===== config.mk =====
export PLATFORM = sky130hd
export DESIGN_NAME = lrs_ctrl
export DESIGN_NICKNAME = d
export VERILOG_FILES = /design/src/rtl/core/lsd_radix_sort_32bit_keys_core_assert.svh /design/src/rtl/core/lrs_pkg.sv /design/src/rtl/core/lrs_ctrl.sv
export SDC_FILE = /design/constraint.sdc
export NUM_CORES = 1
export LEC_CHECK = 0
export ABC_AREA = 1
export BUFFER_PORTS_ARGS = -buffer_cell sky130_fd_sc_hd__buf_2
export CAP_MARGIN = 20
export CORE_AREA = 2 2 54 56
export CTS_CLUSTER_DIAMETER = 50
export DETAILED_ROUTE_END_ITERATION = 12
export DIE_AREA = 0 0 56 58
export PLACE_DENSITY = 0.65
export SLEW_MARGIN = 20
export SYNTH_ARGS = -nofsm -noshare
export SYNTH_HDL_FRONTEND = slang
export SYNTH_SLANG_ARGS = --single-unit

===== constraint.sdc =====
create_clock -name clk_i -period 2.8 [get_ports clk_i]
set_input_delay 0.56 -clock clk_i [delete_from_list [all_inputs] [get_ports clk_i]]
set_output_delay 0.56 -clock clk_i [all_outputs]
set_load 0.005 [all_outputs]

===== src/rtl/core/lsd_radix_sort_32bit_keys_core_assert.svh =====
// assertion macros used by the core datapath
`ifndef LSD_RADIX_SORT_32BIT_KEYS_CORE_ASSERT_SVH
`define LSD_RADIX_SORT_32BIT_KEYS_CORE_ASSERT_SVH

`ifndef SYNTHESIS
// checked on every clock edge outside of reset
`define LRS_ASSERT(lbl, prop, msg) \
  lbl: assert property (@(posedge clk_i) disable iff (!rst_ni) (prop)) else $error(msg);
// checked on every clock edge, reset included
`define LRS_ASSERT_ALWAYS(lbl, prop, msg) \
  lbl: assert property (@(posedge clk_i) (prop)) else $error(msg);
`else
`define LRS_ASSERT(lbl, prop, msg)
`define LRS_ASSERT_ALWAYS(lbl, prop, msg)
`endif

`endif


===== src/rtl/core/lrs_pkg.sv =====
`timescale 1ns / 1ps
`default_nettype none

package lrs_pkg;

  // capacity and derived widths
  localparam int MAX_ITEMS = 1024;
  localparam int IDX_W     = $clog2(MAX_ITEMS);
  localparam int CNT_W     = $clog2(MAX_ITEMS + 1);
  localparam int HIST_W    = CNT_W;

  // record fields
  localparam int KEY_W = 32;
  localparam int PAY_W = 10;

  // radix layout
  localparam int DIGIT_W = 8;
  localparam int BUCKETS = 1 << DIGIT_W;
  localparam int PASSES  = KEY_W / DIGIT_W;
  localparam int PASS_W  = $clog2(PASSES);

  // function codes of an input transaction
  localparam logic FUNC_LOAD  = 1'b0;
  localparam logic FUNC_FETCH = 1'b1;

  typedef struct packed {
    logic [KEY_W-1:0] key;
    logic [PAY_W-1:0] payload;
  } record_t;

  // commands from the controller to the datapath
  typedef struct packed {
    logic load;
    logic out_empty;
    logic out_rec;
    logic rd_src;
    logic rd_fetch;
    logic idx_clr;
    logic idx_inc;
    logic j_inc;
    logic pass_clr;
    logic pass_inc;
    logic sum_clr;
    logic hist_rd_digit;
    logic hist_rd_j;
    logic hist_rd_next;
    logic hist_zero;
    logic hist_sum;
    logic hist_inc;
    logic scat_wr;
    logic set_sorted;
    logic fetch_adv;
  } cmd_t;

  // status from the datapath to the controller
  typedef struct packed {
    logic cnt_zero;
    logic sorted;
    logic idx_end;
    logic j_last;
    logic pass_last;
    logic out_full;
  } sts_t;

endpackage

`default_nettype wire


===== src/rtl/core/lrs_ctrl.sv =====
`timescale 1ns / 1ps
`default_nettype none

module lrs_ctrl (
  input  wire logic          clk_i,
  input  wire logic          rst_ni,
  input  wire logic          in_valid_i,
  output logic               in_ready_o,
  input  wire logic          func_i,
  input  wire logic          out_ready_i,
  input  wire lrs_pkg::sts_t sts_i,
  output lrs_pkg::cmd_t      cmd_o
);

  typedef enum logic [11:0] {
    ST_IDLE      = 12'b0000_0000_0001,
    ST_CLR       = 12'b0000_0000_0010,
    ST_CNT_RD    = 12'b0000_0000_0100,
    ST_CNT_DIG   = 12'b0000_0000_1000,
    ST_CNT_WR    = 12'b0000_0001_0000,
    ST_PFX_START = 12'b0000_0010_0000,
    ST_PFX_STEP  = 12'b0000_0100_0000,
    ST_SCT_RD    = 12'b0000_1000_0000,
    ST_SCT_DIG   = 12'b0001_0000_0000,
    ST_SCT_WR    = 12'b0010_0000_0000,
    ST_FET_RD    = 12'b0100_0000_0000,
    ST_FET_OUT   = 12'b1000_0000_0000
  } state_e;

  state_e state_q, state_d;
  logic   accept;

  // input side opens only when idle and the output register can take a result
  assign in_ready_o = (state_q == ST_IDLE) && (!sts_i.out_full || out_ready_i);
  assign accept     = in_valid_i && in_ready_o;

  // next state and datapath commands
  always_comb begin
    state_d = state_q;
    cmd_o   = '0;
    unique case (state_q)
      ST_IDLE: begin
        if (accept) begin
          if (func_i == lrs_pkg::FUNC_LOAD) begin
            cmd_o.load = 1'b1;
          end else if (sts_i.cnt_zero) begin
            cmd_o.out_empty = 1'b1;
          end else if (!sts_i.sorted) begin
            cmd_o.pass_clr = 1'b1;
            state_d        = ST_CLR;
          end else begin
            state_d = ST_FET_RD;
          end
        end
      end
      ST_CLR: begin
        cmd_o.hist_zero = 1'b1;
        cmd_o.j_inc     = 1'b1;
        cmd_o.idx_clr   = 1'b1;
        if (sts_i.j_last) begin
          state_d = ST_CNT_RD;
        end
      end
      ST_CNT_RD: begin
        cmd_o.rd_src = 1'b1;
        state_d      = ST_CNT_DIG;
      end
      ST_CNT_DIG: begin
        cmd_o.hist_rd_digit = 1'b1;
        cmd_o.idx_inc       = 1'b1;
        state_d             = ST_CNT_WR;
      end
      ST_CNT_WR: begin
        cmd_o.hist_inc = 1'b1;
        if (sts_i.idx_end) begin
          state_d = ST_PFX_START;
        end else begin
          cmd_o.rd_src = 1'b1;
          state_d      = ST_CNT_DIG;
        end
      end
      ST_PFX_START: begin
        cmd_o.hist_rd_j = 1'b1;
        cmd_o.sum_clr   = 1'b1;
        state_d         = ST_PFX_STEP;
      end
      ST_PFX_STEP: begin
        cmd_o.hist_sum     = 1'b1;
        cmd_o.hist_rd_next = 1'b1;
        cmd_o.j_inc        = 1'b1;
        cmd_o.idx_clr      = 1'b1;
        if (sts_i.j_last) begin
          state_d = ST_SCT_RD;
        end
      end
      ST_SCT_RD: begin
        cmd_o.rd_src = 1'b1;
        state_d      = ST_SCT_DIG;
      end
      ST_SCT_DIG: begin
        cmd_o.hist_rd_digit = 1'b1;
        cmd_o.idx_inc       = 1'b1;
        state_d             = ST_SCT_WR;
      end
      ST_SCT_WR: begin
        cmd_o.hist_inc = 1'b1;
        cmd_o.scat_wr  = 1'b1;
        if (sts_i.idx_end) begin
          cmd_o.pass_inc = 1'b1;
          if (sts_i.pass_last) begin
            cmd_o.set_sorted = 1'b1;
            state_d          = ST_FET_RD;
          end else begin
            state_d = ST_CLR;
          end
        end else begin
          cmd_o.rd_src = 1'b1;
          state_d      = ST_SCT_DIG;
        end
      end
      ST_FET_RD: begin
        cmd_o.rd_fetch = 1'b1;
        state_d        = ST_FET_OUT;
      end
      ST_FET_OUT: begin
        cmd_o.out_rec   = 1'b1;
        cmd_o.fetch_adv = 1'b1;
        state_d         = ST_IDLE;
      end
      default: begin
        state_d = ST_IDLE;
      end
    endcase
  end

  always_ff @(posedge clk_i or negedge rst_ni) begin
    if (!rst_ni) begin
      state_q <= ST_IDLE;
    end else begin
      state_q <= state_d;
    end
  end

endmodule

`default_nettype wire


Word level (Yosys, flattened, before mapping)
Index checks and enable logic that the tools add are counted.
- add/subtract/negate cells: 0
- $lt $le $gt $ge: 0
- multiplexer cells: 35
- reduce and logical (&&, ||, !) cells: 9
- shift-type cells: 0
- multiply operators: 0
- equality and inequality tests: 17
- divide/modulo/power cells: 0
- bitwise gates (word level): 0
- operators by type and width (operator ; number):
    one-hot mux 12 bit (11 select lines) ; 1
    2-to-1 mux 12 bit ; 5
    2-to-1 mux 11 bit ; 3
    2-to-1 mux 1 bit ; 21
    equality test 12 x 1 -> 1 bit, second input constant ; 1
    equality test 12 x 10 -> 1 bit, second input constant ; 1
    equality test 12 x 11 -> 1 bit, second input constant ; 1
    equality test 12 bit, second input constant ; 1
    equality test 12 x 2 -> 1 bit, second input constant ; 1
    equality test 12 x 3 -> 1 bit, second input constant ; 1
    equality test 12 x 4 -> 1 bit, second input constant ; 1
    equality test 12 x 5 -> 1 bit, second input constant ; 1
    equality test 12 x 6 -> 1 bit, second input constant ; 1
    equality test 12 x 7 -> 1 bit, second input constant ; 1
    equality test 12 x 8 -> 1 bit, second input constant ; 1
    equality test 12 x 9 -> 1 bit, second input constant ; 1
    inequality test 2 bit, second input constant ; 5
    OR reduction 2 bit ; 4
    2-to-1 mux 2 bit ; 3
    2-to-1 mux 6 bit ; 1
    AND reduction 5 bit ; 1
    logical AND 1 bit ; 2
    one-hot mux 1 bit (2 select lines) ; 1
    logical NOT 1 bit ; 1
    logical OR 1 bit ; 1
- input port bits: 11
- word-level logic and storage cells: 62
- memory bits (read-only): 0
- output and inout bits: 21
- bits in registers: 12
- bits in latches: 0
- memory bits (writable): 0
- memories: 0

Depth between registers and ports, before layout
Gate-level depths: netlist of the first run.
- depth after elaboration: 6
- gate-level depth with buffers: 10
- depth with buffers taken out: 10

Least setup slack after synthesis of the first run
Ideal clock, no wire load.
- path kind: register -> output
- start: register state_q[0]
- end: output cmd_o[11] (netlist bit)
- slack: 0.927 ns
- data required time: 2.240 ns
- data arrival time: 1.313 ns
- buffers on the path: 0
- stages on the path, launching flop included: 7
- cell sequence: dfstp_2 > inv_1 > nor3_4 > nand2_2 > nor2_4 > nand3_2 > nor3_1
- RTL lines (what ; line ; source):
    start: declaration ; lrs_ctrl.sv:30 ; state_e state_q, state_d;
    start signal: assignment ; lrs_ctrl.sv:140 ; state_q <= state_d;
    end: declaration ; lrs_ctrl.sv:12 ; output lrs_pkg::cmd_t cmd_o

==> results.md, run 1 <==
* Most frequent standard cell in the layout excluding fill and tap cells: buf_2
* Drt total wl at around 2000 um
* Final critical-path share of the clock period at 84.1%
* Pins over their slew limit at 0
* Boundary pin count at 32
* Total nets after synthesis at about 140
* Startpoint types: flop
* Global router's overall resource usage at about an eighth
* Min-Delay Path Class: in -> async
* CTS Root Cell: clkbuf_4
* Max Buffers Root-to-Sink at 2
* Max-Cap Viols at 0
* Startpoint-to-endpoint class of the critical path: reg -> out
* Finish-stage setup viols at 0
* Power density of the placed cells at between 600 and 700 nW/um^2
* Number of port buffers at 31
* Share of the yosys chip area belonging to registers at between 20% and 30%
* Switching fraction of total power at 44.0%
* Vias after detailed routing at about 850
* Distinct cell type count after synthesis at 24
* Proportion of synthesized flip-flops having asynchronous set or reset at 100%
* CP Max Fanout at 5
* Insertion delay to the later sink of the worst-skew pair at 280 ps
* Total die area at roughly 3200 um^2
* Transition at the pin with the smallest max-transition slack at ~330 ps
* Deepest level of the CTS H-tree at 1
* Die Y at 58 um
* Starting density of the core at between 30% and 40%
* Relative slew margins at between 70% and 80%
* Syn_area_per_cell at 7.74 um^2
* Detailed-route wire length per cell at 10.3 um
* CTS resizes at 0
* Antenna Diode Count at 0
* RSZ-0062 raised after global routing: false
* Reg with most FFs: state_q
* Crit path DAT at 1790 ps
* Setup tns final at 0 ps
* Layout-stage area growth over the synthesis result at 18.3%
* Flip-flop and latch count after synthesis at 12
* Core region area at 2660 um^2
* Via density per instance at 4.47
* Largest registers: state_q (12)
* Number of fillers in the final layout at roughly 290
* Floorplan die width at around 56 um
* Fraction of power consumed by combinational cells at approximately 56%
* Routability congestion estimate from global placement at around 0.84
* Number of flip-flops under the largest register name at 12
* Commonest cells after routing, fill and taps aside: buf_2, inv_1, nand2_1
* Hold Worst Slack at roughly 150 ps
* Maximum clock frequency at 425 MHz
* GR Overflow Total at 0
* Number of post-CTS setup repair buffers at 0
* Kind of end point of the critical path: output port
* Antenna violations before repair at 0
* First-pass iteration count of the detailed router at 4
* EDFF count, synth at 0
* Critical path required time at 2240 ps
* Number of buffers created by CTS at 3
* Endpoints failing hold at 0
* Wire length of the first global-routing pass at approximately 3400 um
* Status: finished, final reports clean
* Placement Rows at 19
* Final setup skew at roughly 5.5 ps
* Antenna-violating nets left at 0
* Sequential share of power at a little over a quarter
* Clock network power share at between 15 and 20%
* TritonCTS clock tree: built
* Leakage power at roughly 0.75 nW
* Total number of yosys warnings at 0
* Post-CTS Hold Buffers at 0
* Pin count of the biggest net entering global routing at 13
* Total net switching power at about 0.36 mW
* Total number of clock tree sinks at 12
* Clock edge transition at the registers on the reported setup and hold paths at ~80 ps
* VDD IR-drop max at 0.367 mV
* Internal power component at 0.454 mW
* Clock period minus final worst setup slack at roughly 2400 ps
* Dominant register cell in the synthesized netlist: dfrtp_1
* Sum of net half-perimeters after detailed placement at 1730 um
* Fraction of final layout cells sized beyond drive strength 1 at a little over two fifths
* Overall Power at slightly above 0.8 mW
* Initial DRC Count at 19
* Count of mapped cells out of synthesis at ~130
* DRC viols at 0
* Cell area after synthesis at 1010 um^2
* Via count of the first global-routing pass at about 860
* Final-stage net count at ~170
[synth_stat cells (2+ instances only)]
cell | number | area, um^2
buf_4 | 6 | 45.0
dfrtp_1 | 11 | 275
inv_1 | 28 | 105
nand2_1 | 18 | 67.6
nand2_2 | 7 | 43.8
nand2_4 | 7 | 78.8
nand3_1 | 3 | 15.0
nand3_2 | 2 | 20.0
nor2_1 | 14 | 52.6
nor2_2 | 6 | 37.5
nor2_4 | 3 | 33.8
nor2_8 | 2 | 40.0
nor3_1 | 8 | 40.0
nor4_1 | 2 | 12.5
o211ai_1 | 2 | 15.0
o21ai_1 | 2 | 10.0
o21ai_2 | 3 | 26.3
[through the flow]
| stage | utilization, % | area (um^2) | worst slack, ps | instances |
|---|---|---|---|---|
| floorplan | - | 1010 | 927 | 131 |
| detailed placement | 43.7 | 1160 | 744 | 187 |
| global route | 45.0 | 1200 | 286 | 191 |
| global placement | 43.7 | 1160 | 818 | 187 |
| CTS | 45.0 | 1200 | 423 | 191 |
| finish | 45.0 | 1200 | 446 | 191 |
[layer usage]
| metal | GRT usage [%] | wire, um | vias up |
|---|---|---|---|
| li1 | - | - | 454 |
| met2 | 23.5 | 993 | 27 |
| met3 | 1.79 | 118 | 2 |
| met4 | 7.14 | 27 | 0 |
| met1 | 15.6 | 833 | 370 |
| met5 | 0 | 0 | - |
[layout make-up]
type	instances	area [um^2]	share of cell area (%)
Sequential cell	12	302	25.2
Timing Repair Buffer	31	155	12.9
Tap cell	31	38.8	3.24
Clock buffer	4	36.3	3.03
Inverter	29	123	10.2
Multi-Input combinational cell	84	544	45.4
[critical path, cell delays in order (launching register included)]
cell	delay (ps)
dfstp_2	560
inv_1	80
nor3_4	240
nand2_2	150
nor2_4	120
nand3_2	80
nor3_1	140
buf_2	140
[kinds of logic (layout without fill, tap and decap cells)]
family / count (synthesis) / in the layout / share of synthesized area, %
AND/OR/NAND/NOR: 75 / 75 / 47.0
buffers and inverters: 35 / 64 / 16.5
flip-flops: 12 / 12 / 29.8
AO/OA/AOI/OAI: 9 / 9 / 6.67
[worst paths after layout]
path | cells past startpoint | end | slack [ps] | from
min in group clk_i | 2 | state_q[8]$_DFFE_PN0P_ | 500 | sts_i[3]
worst max-delay path | 7 | cmd_o[11] | 450 | state_q[0]$_DFFE_PN1P_
worst min-delay path | 1 | state_q[11]$_DFFE_PN0P_ | 150 | rst_ni
worst min register to register | 2 | state_q[6]$_DFFE_PN0P_ | 620 | state_q[6]$_DFFE_PN0P_
max in group asynchronous | 1 | state_q[0]$_DFFE_PN1P_ | 2370 | rst_ni
worst max register to register | 8 | state_q[10]$_DFFE_PN0P_ | 1300 | state_q[0]$_DFFE_PN1P_
[power groups by stage]
stage	combinational, mW	clock, mW	sequential [mW]
4_1_cts	0.459	0.143	0.220
3_5_place_dp	0.457	0	0.223
6_report	0.452	0.139	0.220
2_1_floorplan	0.380	0	0.218
5_1_grt	0.499	0.155	0.223
3_3_place_gp	0.448	0	0.221
Note: power is estimated with default switching activity, not from simulation.
==> run 2: changes to the inputs <==
==> constraint.sdc (replaced) <==
create_clock -name clk_i -period 2.3 [get_ports clk_i]
set_input_delay 0.46 -clock clk_i [delete_from_list [all_inputs] [get_ports clk_i]]
set_output_delay 0.46 -clock clk_i [all_outputs]
set_load 0.005 [all_outputs]
==> results.md, run 2 (synthesized netlist as in run 1, its figures left out) <==
* Clock edge transition at the registers on the reported setup and hold paths at 80 ps
* Setup tns final at 0 ps
* Global router's overall resource usage at 13.3%
* Number of buffers created by CTS at 3
* Status: finished, final reports clean
* Final worst-path setup slack at between 100 and 150 ps
* Initial DRC Count at 15
* Insertion delay to the later sink of the worst-skew pair at approximately 280 ps
* Vias after detailed routing at between 800 and 900
* Largest registers: state_q (12)
* Wire length of the first global-routing pass at around 3400 um
* Min-Delay Path Class: in -> async
* Met2 usage in global routing at a little under a quarter
* Number of flip-flops under the largest register name at 12
* Via density per instance at ~4.5
* VDD IR-drop max at around 0.43 mV
* Kind of end point of the critical path: output port
* First-pass iteration count of the detailed router at 6
* Layer carrying the most global-route usage: met2
* Core region area at approximately 2700 um^2
* Number of fillers in the final layout at 295
* CP Max Fanout at 5
* Worst-case setup slack after placement at 344 ps
* DRC viols at 0
* Finish-stage setup viols at 0
* Final critical-path share of the clock period at 93.7%
* Antenna Diode Count at 0
* Routability congestion estimate from global placement at 0.843
* Startpoint-to-endpoint class of the critical path: reg -> out
* CTS Root Cell: clkbuf_4
* Final-stage net count at between 150 and 200
* Number of port buffers at 31
* Final setup skew at ~5 ps
* Placement Rows at 19
* Finished Cell Area at 1230 um^2
* Via count of the first global-routing pass at about 860
* Post-layout utilization of the core at a little under half
* M3 GR Usage at under 10%
* Antenna-violating nets left at 0
* Startpoint types: flop
* Cell chain of the critical path: inv_1 > nand2_1 > nor3_4 > nand2_4 > nor2_4 > nand3_2 > nor3_1 > buf_2
* Boundary pin count at 32
* Commonest cells after routing, fill and taps aside: buf_2, inv_1, nand2_1
* Deepest level of the CTS H-tree at 1
* TritonCTS clock tree: built
* Layout-stage area growth over the synthesis result at 21.2%
* Antenna violations before repair at 0
* Maximum clock frequency at between 400 and 500 MHz
* Max Buffers Root-to-Sink at 2
* Drt total wl at around 2000 um
* Floorplan die width at 56 um
* Hold Worst Slack at ~43 ps
* Pins over their slew limit at 0
* Post-CTS Hold Buffers at 0
* Leakage power at 0.768 nW
* Post-place instance area at about 1200 um^2
* Met1 layer usage reported by global route at between 10% and 20%
* Crit path DAT at approximately 1700 ps
* Cell with the largest stage delay on the worst path: dfrtp_1
* Fraction of final layout cells sized beyond drive strength 1 at 44.4%
* Endpoints failing hold at 0
* Clock period minus final worst setup slack at ~2200 ps
* Starting density of the core at a little under two fifths
* Sum of net half-perimeters after detailed placement at approximately 1700 um
* Maximum cell stage delay along the critical path at 400 ps
* Critical path required time at approximately 1800 ps
* Reg with most FFs: state_q
* Most frequent standard cell in the layout excluding fill and tap cells: buf_2
* Power density of the placed cells at around 840 nW/um^2
* Total number of clock tree sinks at 12
* Relative slew margins at just under 80%
* Max-Cap Viols at 0
* Pin count of the biggest net entering global routing at 13
* GR Overflow Total at 0
* Total die area at about 3200 um^2
* Detailed-route wire length per cell at ~10 um
* Transition at the pin with the smallest max-transition slack at between 300 and 400 ps
* Die Y at roughly 58 um
[run 2: final timing paths]
kind | startpoint | endpoint | slack (ps) | cells after the start
max | state_q[2]$_DFFE_PN0P_ | cmd_o[11] | 140 | 8
min | rst_ni | state_q[11]$_DFFE_PN0P_ | 40 | 1
max reg2reg | state_q[2]$_DFFE_PN0P_ | state_q[7]$_DFFE_PN0P_ | 660 | 10
min reg2reg | state_q[6]$_DFFE_PN0P_ | state_q[6]$_DFFE_PN0P_ | 620 | 2
max in group asynchronous | rst_ni | state_q[0]$_DFFE_PN1P_ | 1980 | 1
min in group clk_i | sts_i[3] | state_q[8]$_DFFE_PN0P_ | 390 | 2
[run 2: repair_timing]
item                                    in CTS  in global routing
buffers inserted                             0                  2
gates resized for setup                      0                  3
endpoints found under the setup margin       0                  2
[run 2: routing by layer]
| layer | vias up | share of wire [%] |
|---|---|---|
| li1 | 457 | - |
| met1 | 378 | 41 |
| met2 | 30 | 50 |
| met3 | 4 | 6.3 |
| met4 | 0 | 1.9 |
| met5 | - | 0 |
[run 2: final cells by class]
cell class	instances	area [um^2]	area share [%]
Multi-Input combinational cell	84	559	45.5
Timing Repair Buffer	33	170	13.8
Inverter	29	123	9.98
Sequential cell	12	302	24.5
Tap cell	31	38.8	3.16
Clock buffer	4	36.3	2.95
[run 2: through the flow]
step	power (mW)	instances
2_1_floorplan	0.727	131
3_3_place_gp	0.814	187
3_5_place_dp	0.828	187
4_1_cts	1.00	191
5_1_grt	1.11	193
6_report	1.04	193
[run 2: worst max-delay path: cells and delay by family, from the launching register on]
kind | cells | cell delay [ps]
buffers and inverters | 2 | 220
AND/OR/NAND/NOR | 6 | 790
flip-flops | 1 | 400
[run 2: power by group]
part	switching (mW)	total (mW)	internal, mW
clock	0.0753	0.172	0.0964
sequential	0.0303	0.270	0.240
combinational	0.347	0.595	0.248
total	0.453	1.04	0.584
==> run 3: changes to the inputs <==
--- a/config.mk
+++ b/config.mk
@@ -5,14 +5,14 @@
 export SDC_FILE = /design/constraint.sdc
 export NUM_CORES = 1
 export LEC_CHECK = 0
-export ABC_AREA = 1
 export BUFFER_PORTS_ARGS = -buffer_cell sky130_fd_sc_hd__buf_2
 export CAP_MARGIN = 20
-export CORE_AREA = 2 2 54 56
+export CORE_AREA = 2 2 52 54
 export CTS_CLUSTER_DIAMETER = 50
 export DETAILED_ROUTE_END_ITERATION = 12
-export DIE_AREA = 0 0 56 58
+export DIE_AREA = 0 0 54 56
 export PLACE_DENSITY = 0.65
+export REMOVE_ABC_BUFFERS = 1
 export SLEW_MARGIN = 20
 export SYNTH_ARGS = -nofsm -noshare
 export SYNTH_HDL_FRONTEND = slang
==> results.md, run 3 <==
* Total number of yosys warnings at 0
* Syn_area_per_cell at roughly 9.5 um^2
* Antenna violations before repair at 0
* Vias after detailed routing at ~920
* Largest delay share family, worst path: simple AND/OR/NAND/NOR gates
* Cell with the largest stage delay on the worst path: dfrtp_2
* Startpoint-to-endpoint class of the critical path: reg -> out
* Overall Power at 1.14 mW
* Core region area at 2430 um^2
* Power density of the placed cells at ~900 nW/um^2
* Distinct cell type count after synthesis at 38
* DRC viols at 0
* Placement Rows at 18
* First-pass iteration count of the detailed router at 5
* Leakage power at 0.652 nW
* Routability congestion estimate from global placement at ~0.91
* Pin count of the biggest net entering global routing at 13
* CP Max Fanout at 7
* Max Buffers Root-to-Sink at 2
* Crit path DAT at 1800 ps
* Initial DRC Count at 33
* Fraction of post-synthesis cell area in the top cell type by area at 29.7%
* Proportion of synthesized flip-flops having asynchronous set or reset at 100%
* Transition at the pin with the smallest max-transition slack at ~380 ps
* EDFF count, synth at 0
* Most frequent standard cell in the layout excluding fill and tap cells: buf_2
* Largest registers: state_q (12)
* Most frequent cell after synthesis: dfrtp_1
* Final critical-path share of the clock period at just under 100%
* VDD IR-drop max at between 0.5 and 0.6 mV
* Sum of net half-perimeters after detailed placement at approximately 1800 um
* Floorplan die width at between 50 and 60 um
* Post-place instance area at between 1000 and 1500 um^2
* Ranking of synthesized cells by area: dfrtp_1, nor4_4, buf_4
* Critical path required time at around 1800 ps
* Top cell types by occurrence after synthesis: dfrtp_1, nor2_1, nand2_1, nor3_1, buf_4
* Final-stage net count at 150
* Antenna Diode Count at 0
* Final setup skew at ~3.8 ps
* GR Overflow Total at 0
* Insertion delay to the later sink of the worst-skew pair at roughly 280 ps
* Status: finished, final reports clean
* Deepest level of the CTS H-tree at 1
* Antenna-violating nets left at 0
* Min-Delay Path Class: in -> async
* Starting density of the core at between 30% and 40%
* Cell chain of the critical path: nor4_4 > buf_4 > nand4_1 > buf_4 > inv_4 > and3_4 > buf_6
* Clock edge transition at the registers on the reported setup and hold paths at 80 ps
* Global router's overall resource usage at roughly 17%
* Flip-flop and latch count after synthesis at 12
* Cell area after synthesis at ~930 um^2
* Total buffers and inverters traversed by the critical path at 4
* Pins over their slew limit at 0
* Maximum clock frequency at between 400 and 500 MHz
* Detailed-route wire length per cell at about 14 um
* Post-CTS Hold Buffers at 0
* Fraction of final layout cells sized beyond drive strength 1 at 56.5%
* Number of flip-flops under the largest register name at 12
* CTS Root Cell: clkbuf_4
* Endpoints failing hold at 0
* Kind of end point of the critical path: output port
* Launching point of the worst reg2reg path: state_q[9]$_DFFE_PN0P_
* Via density per instance at 5.48
* Clock period minus final worst setup slack at between 2000 and 2500 ps
* Boundary pin count at 32
* Reg with most FFs: state_q
* Post-layout utilization of the core at 52.0%
* Total number of clock tree sinks at 12
* Setup tns final at 0 ps
* Dominant register cell in the synthesized netlist: dfrtp_1
* Hold Worst Slack at around 47 ps
* Commonest cells after routing, fill and taps aside: buf_2, buf_4, nor2_1
* Number of port buffers at 31
* Finished Cell Area at ~1300 um^2
* RSZ-0062 raised after global routing: true
* Drt total wl at 2430 um
* Maximum cell stage delay along the critical path at between 400 and 500 ps
* Layout-stage area growth over the synthesis result at 36.4%
* Relative slew margins at about three quarters
* TritonCTS clock tree: built
* Count of mapped cells out of synthesis at a little under 100
* Startpoint types: flop
* Library cell occupying the most area in the post-synthesis netlist: dfrtp_1
* Finish-stage setup viols at 0
* Share of the yosys chip area belonging to registers at ~33%
* Startpoint of the worst setup timing path: state_q[3]$_DFFE_PN0P_
* Max-Cap Viols at 0
* Die Y at 56 um
* Number of buffers created by CTS at 3
* Via count of the first global-routing pass at a little under 800
* Most frequent cell on the critical path: buf_4
* Total die area at around 3000 um^2
* Wire length of the first global-routing pass at around 3800 um
-- run 3: cell count changes after synthesis, sizes merged, moves of 3 or more --
cell    previous run  this run
and2               0         3
and4               0         3
clkbuf             0         3
inv               28         5
nand2             32         8
nand4              0         4
nor2              25         9
nor4b              0         3
o21ai              5         0
xor2               0         3
-- run 3: final timing paths --
kind,cells after the start,to,slack (ps)
worst max-delay path,7,cmd_o[1],40
worst min-delay path,1,state_q[8]$_DFFE_PN0P_,50
worst max register to register,5,state_q[1]$_DFFE_PN0P_,450
worst min register to register,2,state_q[11]$_DFFE_PN0P_,590
max in group asynchronous,1,state_q[0]$_DFFE_PN1P_,1980
min in group clk_i,3,state_q[5]$_DFFE_PN0P_,470
-- run 3: cell type report --
cell class	count	area [um^2]
clock buffers	4	36.3
fillers	236	1170
inverters	5	21.3
multi-input cells	71	586
flip-flops and latches	12	310
well taps	30	37.5
repair buffers	46	274
-- run 3: metal layers --
metal,routed length [um],track usage [%]
met1,1060,24.8
met2,1150,23.5
met3,204,3.23
met4,11,5.36
met5,0,0
-- run 3: through the flow --
| stage | setup slack (ps) | cells |
|---|---|---|
| 2_1_floorplan | 333 | 88 |
| 3_3_place_gp | 246 | 152 |
| 3_5_place_dp | 216 | 152 |
| 4_1_cts | -16.2 | 159 |
| 5_1_grt | -41.2 | 168 |
| 6_report | 43.4 | 168 |
-- run 3: logic make-up (layout without fill, tap and decap cells) --
logic type | Yosys count | after routing | synth area share (%)
xor+xnor | 5 | 5 | 4.72
simple gates | 56 | 56 | 41.4
buf+inv | 15 | 55 | 9.45
compound gates | 9 | 9 | 10.3
mux | 1 | 1 | 1.62
flops | 12 | 12 | 32.5
-- run 3: power by group --
group	internal [mW]	switching [mW]
Sequential	0.250	0.0675
Clock	0.0963	0.0763
Combinational	0.346	0.301
Total	0.692	0.445
-- run 3: worst reg2reg max path: stages, from the launching register on --
cell and delay [ps]:
dfrtp_2 440, nor4_4 340, buf_4 200, nand4_1 190, o2bb2ai_4 270, mux2_4 310
-- run 3: timing repair --
item | in CTS | in global routing
buffers inserted | 3 | 9
resized for setup | 7 | 12
setup endpoints to repair | 9 | 18
pin swaps | 4 | 7
